### src/cie_pkg.sv
`default_nettype none

package cie_pkg;

    localparam int VALUE_W     = 128;
    localparam int HALF_W      = 64;
    localparam int VALUE_BYTES = VALUE_W / 8;
    localparam int FRAME_BYTES = VALUE_BYTES + 1;
    localparam int FRAME_W     = FRAME_BYTES * 8;
    localparam int LEN_W       = $clog2(FRAME_BYTES + 1);

    typedef logic [1:0] mode_t;

    // mode codes double as the tag bits of the first byte
    localparam mode_t MODE_ONE  = 2'b00;
    localparam mode_t MODE_TWO  = 2'b01;
    localparam mode_t MODE_FOUR = 2'b10;
    localparam mode_t MODE_BIG  = 2'b11;

    typedef struct packed {
        mode_t                    mode;
        logic [VALUE_BYTES-1:0]   nz;
        logic [VALUE_W-1:0]       value;
    } cls_t;

    typedef struct packed {
        logic [LEN_W-1:0]   len;
        logic [FRAME_W-1:0] bytes;
    } frm_t;

endpackage

`default_nettype wire

### src/cie_classify.sv
`default_nettype none

module cie_classify (
    input  wire logic                         aclk,
    input  wire logic                         aresetn,
    input  wire logic                         in_valid,
    output logic                              in_ready,
    input  wire logic [cie_pkg::HALF_W-1:0]   in_low,
    input  wire logic [cie_pkg::HALF_W-1:0]   in_high,
    output logic                              out_valid,
    input  wire logic                         out_ready,
    output cie_pkg::cls_t                     out_cls
);

    logic                           s1_valid_reg;
    logic                           s1_valid_next;
    logic [cie_pkg::HALF_W-1:0]     s1_low_reg;
    logic [cie_pkg::HALF_W-1:0]     s1_high_reg;
    logic                           s1_ready;

    logic                           s2_valid_reg;
    logic                           s2_valid_next;
    cie_pkg::cls_t                  s2_cls_reg;
    cie_pkg::cls_t                  s2_cls_next;
    logic                           s2_ready;

    logic                           hi_zero;

    assign s2_ready = !s2_valid_reg || out_ready;
    assign s1_ready = !s1_valid_reg || s2_ready;
    assign in_ready = s1_ready;

    assign s1_valid_next = s1_ready ? in_valid : s1_valid_reg;
    assign s2_valid_next = s2_ready ? s1_valid_reg : s2_valid_reg;

    assign hi_zero = (s1_high_reg == '0);

    // size class and nonzero byte map
    always_comb begin
        s2_cls_next.value = {s1_high_reg, s1_low_reg};
        for (int i = 0; i < cie_pkg::VALUE_BYTES; i++) begin
            s2_cls_next.nz[i] = |s2_cls_next.value[i*8 +: 8];
        end
        priority if (hi_zero && s1_low_reg[cie_pkg::HALF_W-1:6] == '0) begin
            s2_cls_next.mode = cie_pkg::MODE_ONE;
        end else if (hi_zero && s1_low_reg[cie_pkg::HALF_W-1:14] == '0) begin
            s2_cls_next.mode = cie_pkg::MODE_TWO;
        end else if (hi_zero && s1_low_reg[cie_pkg::HALF_W-1:30] == '0) begin
            s2_cls_next.mode = cie_pkg::MODE_FOUR;
        end else begin
            s2_cls_next.mode = cie_pkg::MODE_BIG;
        end
    end

    always_ff @(posedge aclk) begin
        if (!aresetn) begin
            s1_valid_reg <= 1'b0;
            s2_valid_reg <= 1'b0;
        end else begin
            s1_valid_reg <= s1_valid_next;
            s2_valid_reg <= s2_valid_next;
        end
    end

    always_ff @(posedge aclk) begin
        if (in_valid && s1_ready) begin
            s1_low_reg  <= in_low;
            s1_high_reg <= in_high;
        end
        if (s1_valid_reg && s2_ready) begin
            s2_cls_reg <= s2_cls_next;
        end
    end

    assign out_valid = s2_valid_reg;
    assign out_cls   = s2_cls_reg;

endmodule

`default_nettype wire

### src/cie_frame.sv
`default_nettype none

module cie_frame (
    input  wire logic          aclk,
    input  wire logic          aresetn,
    input  wire logic          in_valid,
    output logic               in_ready,
    input  wire cie_pkg::cls_t in_cls,
    output logic               out_valid,
    input  wire logic          out_ready,
    output cie_pkg::frm_t      out_frm
);

    logic                           valid_reg;
    logic                           valid_next;
    cie_pkg::frm_t                  frm_reg;
    cie_pkg::frm_t                  frm_next;
    logic [cie_pkg::LEN_W-1:0]      count;
    logic [cie_pkg::LEN_W-1:0]      count_m4;
    logic [cie_pkg::HALF_W-1:0]     low;

    assign in_ready   = !valid_reg || out_ready;
    assign valid_next = in_ready ? in_valid : valid_reg;
    assign low        = in_cls.value[cie_pkg::HALF_W-1:0];

    // minimal byte count: index of the highest nonzero byte plus one
    always_comb begin
        count = '0;
        for (int i = 0; i < cie_pkg::VALUE_BYTES; i++) begin
            if (in_cls.nz[i]) begin
                count = cie_pkg::LEN_W'(i + 1);
            end
        end
        count_m4 = count - cie_pkg::LEN_W'(4);
    end

    always_comb begin
        frm_next.bytes = '0;
        frm_next.len   = '0;
        unique case (in_cls.mode)
            cie_pkg::MODE_ONE: begin
                frm_next.bytes[7:0] = {low[5:0], cie_pkg::MODE_ONE};
                frm_next.len        = cie_pkg::LEN_W'(1);
            end
            cie_pkg::MODE_TWO: begin
                frm_next.bytes[7:0]  = {low[5:0], cie_pkg::MODE_TWO};
                frm_next.bytes[15:8] = low[13:6];
                frm_next.len         = cie_pkg::LEN_W'(2);
            end
            cie_pkg::MODE_FOUR: begin
                frm_next.bytes[7:0]  = {low[5:0], cie_pkg::MODE_FOUR};
                frm_next.bytes[31:8] = low[29:6];
                frm_next.len         = cie_pkg::LEN_W'(4);
            end
            cie_pkg::MODE_BIG: begin
                // bytes above the count are zero, so the whole value can follow
                frm_next.bytes = {in_cls.value, 2'b00, count_m4[3:0], cie_pkg::MODE_BIG};
                frm_next.len   = count + cie_pkg::LEN_W'(1);
            end
            default: begin
                frm_next.bytes = '0;
                frm_next.len   = '0;
            end
        endcase
    end

    always_ff @(posedge aclk) begin
        if (!aresetn) begin
            valid_reg <= 1'b0;
        end else begin
            valid_reg <= valid_next;
        end
    end

    always_ff @(posedge aclk) begin
        if (in_valid && in_ready) begin
            frm_reg <= frm_next;
        end
    end

    assign out_valid = valid_reg;
    assign out_frm   = frm_reg;

endmodule

`default_nettype wire

### src/cie_serial.sv
`default_nettype none

module cie_serial (
    input  wire logic          aclk,
    input  wire logic          aresetn,
    input  wire logic          in_valid,
    output logic               in_ready,
    input  wire cie_pkg::frm_t in_frm,
    output logic               out_valid,
    input  wire logic          out_ready,
    output logic [7:0]         out_byte,
    output logic               out_last
);

    logic                           busy_reg;
    logic                           busy_next;
    logic [cie_pkg::FRAME_W-1:0]    shift_reg;
    logic [cie_pkg::FRAME_W-1:0]    shift_next;
    logic [cie_pkg::LEN_W-1:0]      rem_reg;
    logic [cie_pkg::LEN_W-1:0]      rem_next;
    logic                           at_last;
    logic                           take;

    assign at_last  = (rem_reg == cie_pkg::LEN_W'(1));
    assign take     = busy_reg && out_ready;
    assign in_ready = !busy_reg || (take && at_last);

    always_comb begin
        busy_next  = busy_reg;
        shift_next = shift_reg;
        rem_next   = rem_reg;
        if (in_valid && in_ready) begin
            busy_next  = 1'b1;
            shift_next = in_frm.bytes;
            rem_next   = in_frm.len;
        end else if (take) begin
            if (at_last) begin
                busy_next = 1'b0;
            end else begin
                shift_next = {8'h00, shift_reg[cie_pkg::FRAME_W-1:8]};
                rem_next   = rem_reg - cie_pkg::LEN_W'(1);
            end
        end
    end

    always_ff @(posedge aclk) begin
        if (!aresetn) begin
            busy_reg <= 1'b0;
            rem_reg  <= '0;
        end else begin
            busy_reg <= busy_next;
            rem_reg  <= rem_next;
        end
    end

    always_ff @(posedge aclk) begin
        shift_reg <= shift_next;
    end

    assign out_valid = busy_reg;
    assign out_byte  = shift_reg[7:0];
    assign out_last  = at_last;

endmodule

`default_nettype wire

### src/compact_integer_encoder.sv
// compact integer encoder
// input: one unsigned 128-bit value per request on s_axis; tdata holds the
// low half in bits 63..0 and the high half in bits 127..64
// output: the compact encoding, one byte per request on m_axis, header or
// first byte first, the final byte of each value marked with tlast
// an encoding is 1, 2, 4 or 5 to 17 bytes long, by the size of the value
// the first byte of a value reaches m_axis once its request has passed two
// classify stages and a frame stage into the output shift register
// throughput: one byte per cycle while m_axis_tready is high, set by the
// single output byte lane; a value holds the output for all of its bytes
// (1 to 17); the next value enters while earlier ones are still in the pipe
// reset clears every stage's valid bit; the first cycle after reset shows
// no output and the block takes input at once
// a receiver stall holds the current byte and fills the stages behind it,
// then drops s_axis_tready; nothing is lost or repeated
`default_nettype none

module compact_integer_encoder (
    input  wire logic           aclk,
    input  wire logic           aresetn,
    input  wire logic           s_axis_tvalid,
    output logic                s_axis_tready,
    input  wire logic [127:0]   s_axis_tdata,    // value_low[63:0], value_high[127:64]
    output logic                m_axis_tvalid,
    input  wire logic           m_axis_tready,
    output logic [7:0]          m_axis_tdata,    // out_byte[7:0]
    output logic                m_axis_tlast
);

    logic             cls_valid;
    logic             cls_ready;
    cie_pkg::cls_t    cls;
    logic             frm_valid;
    logic             frm_ready;
    cie_pkg::frm_t    frm;

    cie_classify u_classify (
        .aclk      (aclk),
        .aresetn   (aresetn),
        .in_valid  (s_axis_tvalid),
        .in_ready  (s_axis_tready),
        .in_low    (s_axis_tdata[cie_pkg::HALF_W-1:0]),
        .in_high   (s_axis_tdata[cie_pkg::VALUE_W-1:cie_pkg::HALF_W]),
        .out_valid (cls_valid),
        .out_ready (cls_ready),
        .out_cls   (cls)
    );

    cie_frame u_frame (
        .aclk      (aclk),
        .aresetn   (aresetn),
        .in_valid  (cls_valid),
        .in_ready  (cls_ready),
        .in_cls    (cls),
        .out_valid (frm_valid),
        .out_ready (frm_ready),
        .out_frm   (frm)
    );

    cie_serial u_serial (
        .aclk      (aclk),
        .aresetn   (aresetn),
        .in_valid  (frm_valid),
        .in_ready  (frm_ready),
        .in_frm    (frm),
        .out_valid (m_axis_tvalid),
        .out_ready (m_axis_tready),
        .out_byte  (m_axis_tdata),
        .out_last  (m_axis_tlast)
    );

endmodule

`default_nettype wire

### config.mk
export PLATFORM = sky130hd
export DESIGN_NAME = compact_integer_encoder
export DESIGN_NICKNAME = d
export VERILOG_FILES = /design/src/cie_pkg.sv /design/src/cie_classify.sv /design/src/cie_frame.sv /design/src/cie_serial.sv /design/src/compact_integer_encoder.sv
export SDC_FILE = /design/constraint.sdc
export NUM_CORES = 1
export LEC_CHECK = 0
export BUFFER_PORTS_ARGS = -buffer_cell sky130_fd_sc_hd__clkbuf_2
export CAP_MARGIN = 20
export CORE_MARGIN = 2
export CORE_UTILIZATION = 63
export CTS_BUF_LIST = sky130_fd_sc_hd__clkbuf_2
export DETAILED_ROUTE_END_ITERATION = 16
export PLACE_DENSITY_LB_ADDON = 0.12
export SETUP_SLACK_MARGIN = 0.02
export SLEW_MARGIN = 40
export SYNTH_ARGS = -nofsm -noshare
export SYNTH_HDL_FRONTEND = slang
export SYNTH_SLANG_ARGS = --single-unit
### constraint.sdc
create_clock -name aclk -period 26.8 [get_ports aclk]
set_clock_uncertainty 0.2 [all_clocks]
set_input_delay 1.34 -clock aclk [delete_from_list [all_inputs] [get_ports aclk]]
set_output_delay 1.34 -clock aclk [all_outputs]
set_load 0.01 [all_outputs]
==> results of run 1 <==
routing by layer:
layer	vias up	GRT usage (%)	part of all wire [%]
li1	5270	-	-
met1	5050	29.4	44
met2	307	32.5	48
met3	40	5.93	6.3
met4	0	7.33	1.5
met5	-	0	0
metrics by stage:
stage / hold slack, ns / utilization [%] / cell area (um2) / setup slack, ns / std cells
2_1_floorplan: 0.227 / - / 20400 / 14.13 / 1318
3_3_place_gp: 0.232 / 67.7 / 21500 / 22.57 / 1814
3_5_place_dp: 0.234 / 68.0 / 21600 / 22.63 / 1816
4_1_cts: 0.224 / 71.9 / 22800 / 22.50 / 2053
5_1_grt: 0.193 / 71.9 / 22800 / 22.37 / 2054
6_report: 0.229 / 71.9 / 22800 / 22.58 / 2054
worst max-delay path by stage:
stage / startpoint / endpoint / slack [ns] / cells past startpoint
floorplan: m_axis_tready / u_frame.out_frm[0] / 14.13 / 2
global placement: m_axis_tready / u_classify.out_cls[135] / 22.57 / 6
detailed placement: m_axis_tready / u_classify.s1_high_reg[20] / 22.63 / 6
CTS: u_serial.rem_reg[1] / s_axis_tready / 22.50 / 7
global route: u_serial.rem_reg[1] / s_axis_tready / 22.37 / 7
finish: u_serial.rem_reg[1] / s_axis_tready / 22.58 / 7
worst max-delay path, stage by stage (launching register included):
cell and delay (ns):
dfxtp_1 0.35, inv_1 0.07, ha_1 0.17, nor4b_4 0.14
a21oi_2 0.37, and3_1 0.39, nand2_1 0.13, clkbuf_2 0.14
area by class of cell:
cell class	instances	area [um2]
antenna	1	2.50
inverter	12	47.5
clock inverter	35	244
multi-input combinational	688	3430
sequential	560	16700
fill	2117	8900
timing repair buffer	154	851
tap	402	503
clock buffer	202	1010
power groups by stage:
stage          clock (uW)  sequential, uW  combinational (uW)
2_1_floorplan           0            1040                33.1
6_report              543            1020                54.0
5_1_grt               608            1020                61.6
4_1_cts               562            1020                54.9
3_3_place_gp            0            1040                52.6
3_5_place_dp            0            1040                54.7
placed cells by master, fill, tap and decap left out, types with 3 or more instances in the layout:
cell and n:
a21oi_1 7, a22o_1 18, a22oi_1 9, and2_1 114, buf_4 4, buf_6 6, bufinv_16 4, clkbuf_2 344
clkinv_1 25, clkinv_2 3, dfxtp_1 9, edfxtp_1 551, ha_1 8, inv_1 11, mux2i_1 3, nand2_1 408
nand2b_1 4, nand3_1 4, nand4_1 3, nor2_1 30, nor4_1 33, o21ai_0 4, o22ai_1 3, or3_1 5
cell usage after synthesis (all sizes together), types with 3 or more instances:
cell type / instances / area share [%]
o22ai: 4 / 0.15
nor2b: 4 / 0.12
o21ai: 4 / 0.098
inv: 12 / 0.22
ha: 9 / 0.55
nand3: 4 / 0.098
nand4: 3 / 0.092
dfxtp: 9 / 0.88
a22oi: 9 / 0.33
nor2: 30 / 0.55
nand2b: 5 / 0.19
nand2: 408 / 7.5
nor4: 33 / 1.0
a22o: 18 / 0.77
edfxtp: 551 / 81
a21boi: 3 / 0.11
buf: 36 / 1.0
or3: 5 / 0.15
clkbuf: 22 / 0.40
mux2i: 3 / 0.15
and2: 115 / 3.5
a21oi: 9 / 0.24
logic make-up after synthesis:
family	synth area share, %
and+or+nand+nor	13.5
DFF	81.8
buffers and inverters	1.65
AOI/OAI and AO/OA	2.30
adders and majority gates	0.551
muxes	0.147
xor gates and xnor gates	0.0857
==> out/metrics.csv, run 1 <==
metric,value,unit
Sw Share,22.0,%
R2R cell count,7,
Seq pwr share,63.0,%
outcome,completed,
CORE AREA,31700,um2
ys async rst share,0,%
setup violators final,0,
Clk pwr share,33.6,%
cts bufs inserted,135,
DR iter-0 viols,827,
# H-tree levels,4,
antenna violations before repair,1,
reg2reg end,u_classify.s1_high_reg[22],
flop2flop setup slack,23.49,ns
setup TNS,0,ns
Tightest Pin Transition,0.823,ns
GP Congestion,0.791,
wire per inst,16.5,um
Final Cycle Share,15.7,%
TritonCTS clock tree,built,
Max Root-Sink Buffers,3,
Post-synth top flop,edfxtp_1,
WP data required,25.26,ns
largest net degree at the start of global routing,97,
max reg flops,146,
startpoint types,register,
max cap viols,0,
post-synth net total,1459,
worst hold path startpoint,u_classify.s1_low_reg[7],
Rel. slew slack,45.1,%
GRT Resource Usage Total,21.0,%
Mean Syn Cell Area,15.5,um2
min Tclk post-route,4.22,ns
hold endpoint,u_classify.out_cls[7],
Comb power frac,3.3,%
register bit count reported by yosys,560,
worst hold stages,0,
CP Data Arrival Time,2.68,ns
post-synth cell types,48,
CTS root buf,clkbuf_2,
num ports,143,
static leakage,0.00866,uW
die area,33900,um2
dpl hpwl,21200,um
critical path class,reg2out,
DRC,0,
Total Power,1620,uW
VDD IR-drop max,57.9,uV
Fin. Hold Viols,0,
Die W,184,um
hold buffers post-CTS,0,
number of global-route vias before repair,10700,
First-pass DRT Iterations,5,
Ys Warns,0,
unrepaired setup endpoints after global routing,false,
f_max,0.237,GHz
clock slew at reported path FFs,0.11,ns
Post-CTS Setup Inserts,0,
fraction of layout cells with a size suffix above 1,22.8,%
RR Startpoint,u_serial.rem_reg[0],
Nets,1692,
first-pass GRT wire length,54100,um
starting density of the core,64.5,%
Congestion Overflow GR,0,
FP Rows,65,
power per cell area,70.9,nW/um2
CTS resizes,0,
vias,10700,
Int Power,1260,uW
Via density,5.19,
CTS Sinks,560,
cell count after synthesis,1318,
CP max FO,6,
area delta synth->final,11.6,%
Final Max Slew Viols,0,
Post-Syn Area,20400,um2
Total Wirelength,33900,um
post-synthesis sequential area ratio,81.8,%
Tightest Hold Check Type,reg2reg,
Worst-Skew Late Latency,0.96,ns
Post-synth EDFFs,551,
Port Buffers,142,
die height,184,um
net load switching power,356,uW
crit end category,primary output,
"antenna viol nets, final",0,
Power figures use the tool's default switching activity.
==> run 2: changes to the inputs <==
Settings changed: ABC_AREA set to 1, CORE_UTILIZATION 63 to 62.
Clock period 26.8 ns to 3.9 ns, I/O delays scaled along.
==> out/metrics.csv, run 2 <==
metric,value,unit,change
first-pass GRT wire length,70400,um,"was 54,100 um"
TritonCTS clock tree,built,,unchanged
top-count cell post-synth,nand2_1,,was edfxtp_1
worst hold path startpoint,s_axis_tdata[95],,was u_classify.s1_low_reg[7]
f_max,0.323,GHz,
cell count after synthesis,1511,,"was 1,318"
Fin. Hold Viols,0,,unchanged
pre-CTS setup slack,0.959,ns,was 22.63 ns
Rel. slew slack,49.5,%,was 45.1%
"most common cell after layout, fill and taps aside",nand2_1,,was edfxtp_1
placed cell count,2053,,"was 1,816"
Total Power,11800,uW,was 1620 uW
Worst path max stage delay,0.37,ns,was 0.39 ns
hold endpoint,u_classify.s1_high_reg[31],,was u_classify.out_cls[7]
Final Cycle Share,79.3,%,
Bufs and invs on worst path,6,,was 2
ys async rst share,0,%,unchanged
CTS resizes,0,,unchanged
R2R cell count,7,,unchanged
GP Congestion,0.860,,was 0.791
CTS Sinks,560,,unchanged
Max Root-Sink Buffers,3,,unchanged
CP max FO,3,,was 6
outcome,completed,,unchanged
dpl hpwl,22800,um,"was 21,200 um"
Yosys top cell by area,edfxtp_1,,unchanged
largest cells by area after synthesis,"edfxtp_1, nand2_1, inv_1",,"was edfxtp_1, nand2_1, and2_1"
static leakage,0.0108,uW,was 0.00866 uW
Tightest Hold Check Type,in2reg,,was reg2reg
Congestion Overflow GR,0,,unchanged
Nets,2154,,"was 1,692"
post-synth cell types,28,,was 48
Hold Worst Slack,0.200,ns,was 0.229 ns
Worst Setup SP,u_serial.rem_reg[1],,unchanged
Via density,5.05,,was 5.19
Post-synth top cells,"nand2_1, edfxtp_1, inv_1",,"was edfxtp_1, nand2_1, and2_1"
area delta synth->final,24.9,%,was 11.6%
antenna violations before repair,2,,was 1
starting density of the core,63.2,%,was 64.5%
WP data required,3.50,ns,was 25.26 ns
First-pass DRT Iterations,7,,was 5
Mean Syn Cell Area,13.7,um2,was 15.5 um2
num ports,143,,unchanged
Post-CTS Setup Inserts,0,,unchanged
RR Startpoint,u_serial.rem_reg[0],,unchanged
number of global-route vias before repair,13500,,"was 10,700"
VDD IR-drop max,334,uV,was 57.9 uV
# H-tree levels,4,,unchanged
max cap viols,0,,unchanged
Synth top area share,80.0,%,was 80.9%
min Tclk post-route,3.09,ns,
"slowest stage cell, crit path",dfxtp_2,,was and3_1
most frequent cells in the layout,"nand2_1, edfxtp_1, clkbuf_2",,"was edfxtp_1, nand2_1, clkbuf_2"
register bit count reported by yosys,560,,unchanged
unrepaired setup endpoints after global routing,false,,unchanged
max reg flops,146,,unchanged
slack of the critical path,0.807,ns,was 22.58 ns
flop2flop setup slack,0.96,ns,was 23.49 ns
wire per inst,17.6,um,was 16.5 um
clock slew at reported path FFs,0.14,ns,was 0.11 ns
cts bufs inserted,137,,was 135
post-synthesis sequential area ratio,80.9,%,was 81.8%
reg2reg end,u_serial.shift_reg[97],,was u_classify.s1_high_reg[22]
CP Data Arrival Time,2.70,ns,was 2.68 ns
CORE AREA,32700,um2,"was 31,700 um2"
"antenna viol nets, final",0,,unchanged
DR iter-0 viols,953,,was 827
setup violators final,0,,unchanged
Crit path max-delay family,simple AND/OR/NAND/NOR gates,,unchanged
Post-Syn Area,20700,um2,"was 20,400 um2"
critical path class,reg2out,,unchanged
CTS root buf,clkbuf_2,,unchanged
hold buffers post-CTS,263,,was 0
die height,187,um,was 184 um
DRC,0,,unchanged
worst hold stages,3,,was 0
Post-synth top flop,edfxtp_1,,unchanged
crit end category,primary output,,unchanged
post-synth net total,1652,,"was 1,459"
Die W,187,um,was 184 um
vias,12900,,"was 10,700"
Final Max Slew Viols,0,,unchanged
die area,34800,um2,"was 33,900 um2"
FP Rows,66,,was 65
fraction of layout cells with a size suffix above 1,18.3,%,was 22.8%
Tightest Pin Transition,0.750,ns,was 0.823 ns
power per cell area,455,nW/um2,was 70.9 nW/um2
GRT Resource Usage Total,26.7,%,was 21.0%
Port Buffers,142,,unchanged
Total Wirelength,45200,um,"was 33,900 um"
Non-Filler Instances,2560,,"was 2,054"
Worst-Skew Late Latency,1.01,ns,was 0.96 ns
largest net degree at the start of global routing,131,,was 97
fin util,79.0,%,was 71.9%
CP Cell Sequence,"inv_2, ha_4, nand3_2, inv_2, nor2_4, nor2_4, nor2_1, inv_1, nor2_1, inv_1, nor2_1, inv_1, clkbuf_2",,"was inv_1, ha_1, nor4b_4, a21oi_2, and3_1, nand2_1, clkbuf_2"
Post-synth EDFFs,551,,unchanged
Ys Warns,0,,unchanged
startpoint types,register,,unchanged
-- run 2: changes by cell type in the layout (fill, tap and decap cells not counted), moves of 9 or more --
cell	change
o21ai_0	+15
clkinv_2	+10
a21oi_1	+12
a22oi_1	-9
dlygate4sd3_1	+263
inv_1	+155
nand2_1	+159
and2_1	-114
nand3_1	+10
a22o_1	-18
buf_12	+9
-- run 2: area by class of cell --
cell class	instances	area, um2
Antenna cell	1	2.50
Tap cell	442	553
Clock inverter	47	270
Fill cell	1922	6860
Inverter	173	662
Multi-Input combinational cell	722	3080
Timing Repair Buffer	419	3560
Clock buffer	196	981
Sequential cell	560	16700
-- run 2: per-stage QoR --
stage                     instance area [um2]  TNS (ns)
after floorplan                         20700    -15.01
after global placement                  21900         0
after detailed placement                21900         0
after CTS                               25800         0
after global routing                    25800         0
final                                   25800         0
-- run 2: how the worst max path moves through the flow --
stage / cells past startpoint / endpoint / slack [ns]
6_report: 13 / s_axis_tready / 0.81
5_1_grt: 12 / s_axis_tready / 0.51
2_1_floorplan: 6 / u_serial.shift_reg[0] / -0.06
3_5_place_dp: 9 / u_serial.rem_reg[1] / 0.96
4_1_cts: 13 / s_axis_tready / 0.71
3_3_place_gp: 9 / u_serial.rem_reg[2] / 1.07
-- run 2: report_power, final --
part / switching [uW] / total, uW / internal, uW / leakage, uW
sequential: 134 / 7110 / 6980 / 0.00517
combinational: 418 / 766 / 348 / 0.00463
clock: 2330 / 3890 / 1560 / 0.000964
total: 2880 / 11800 / 8880 / 0.0108
-- run 2: logic make-up (layout without fill, tap and decap cells) --
kind of cell / count (synthesis) / after routing / share of synthesized area [%]
and+or+nand+nor: 657 / 657 / 12.6
DFF: 560 / 560 / 80.9
buffers and inverters: 229 / 835 / 4.46
AOI/OAI and AO/OA: 54 / 54 / 1.42
adders and majority gates: 9 / 9 / 0.545
xor gates and xnor gates: 2 / 2 / 0.0847
other: 0 / 1 / 0
-- run 2: routing by layer --
metal	up-vias	global-route usage, %	share of wire [%]
li1	6195	-	-
met1	6112	32.3	39
met2	522	45.9	51
met3	97	6.81	6.9
met4	0	11.2	3.1
met5	-	0	0
-- run 2: worst min-delay path, stage by stage --
cell           delay (ns)
dlygate4sd3_1        0.52
clkbuf_2             0.09
dlygate4sd3_1        0.53
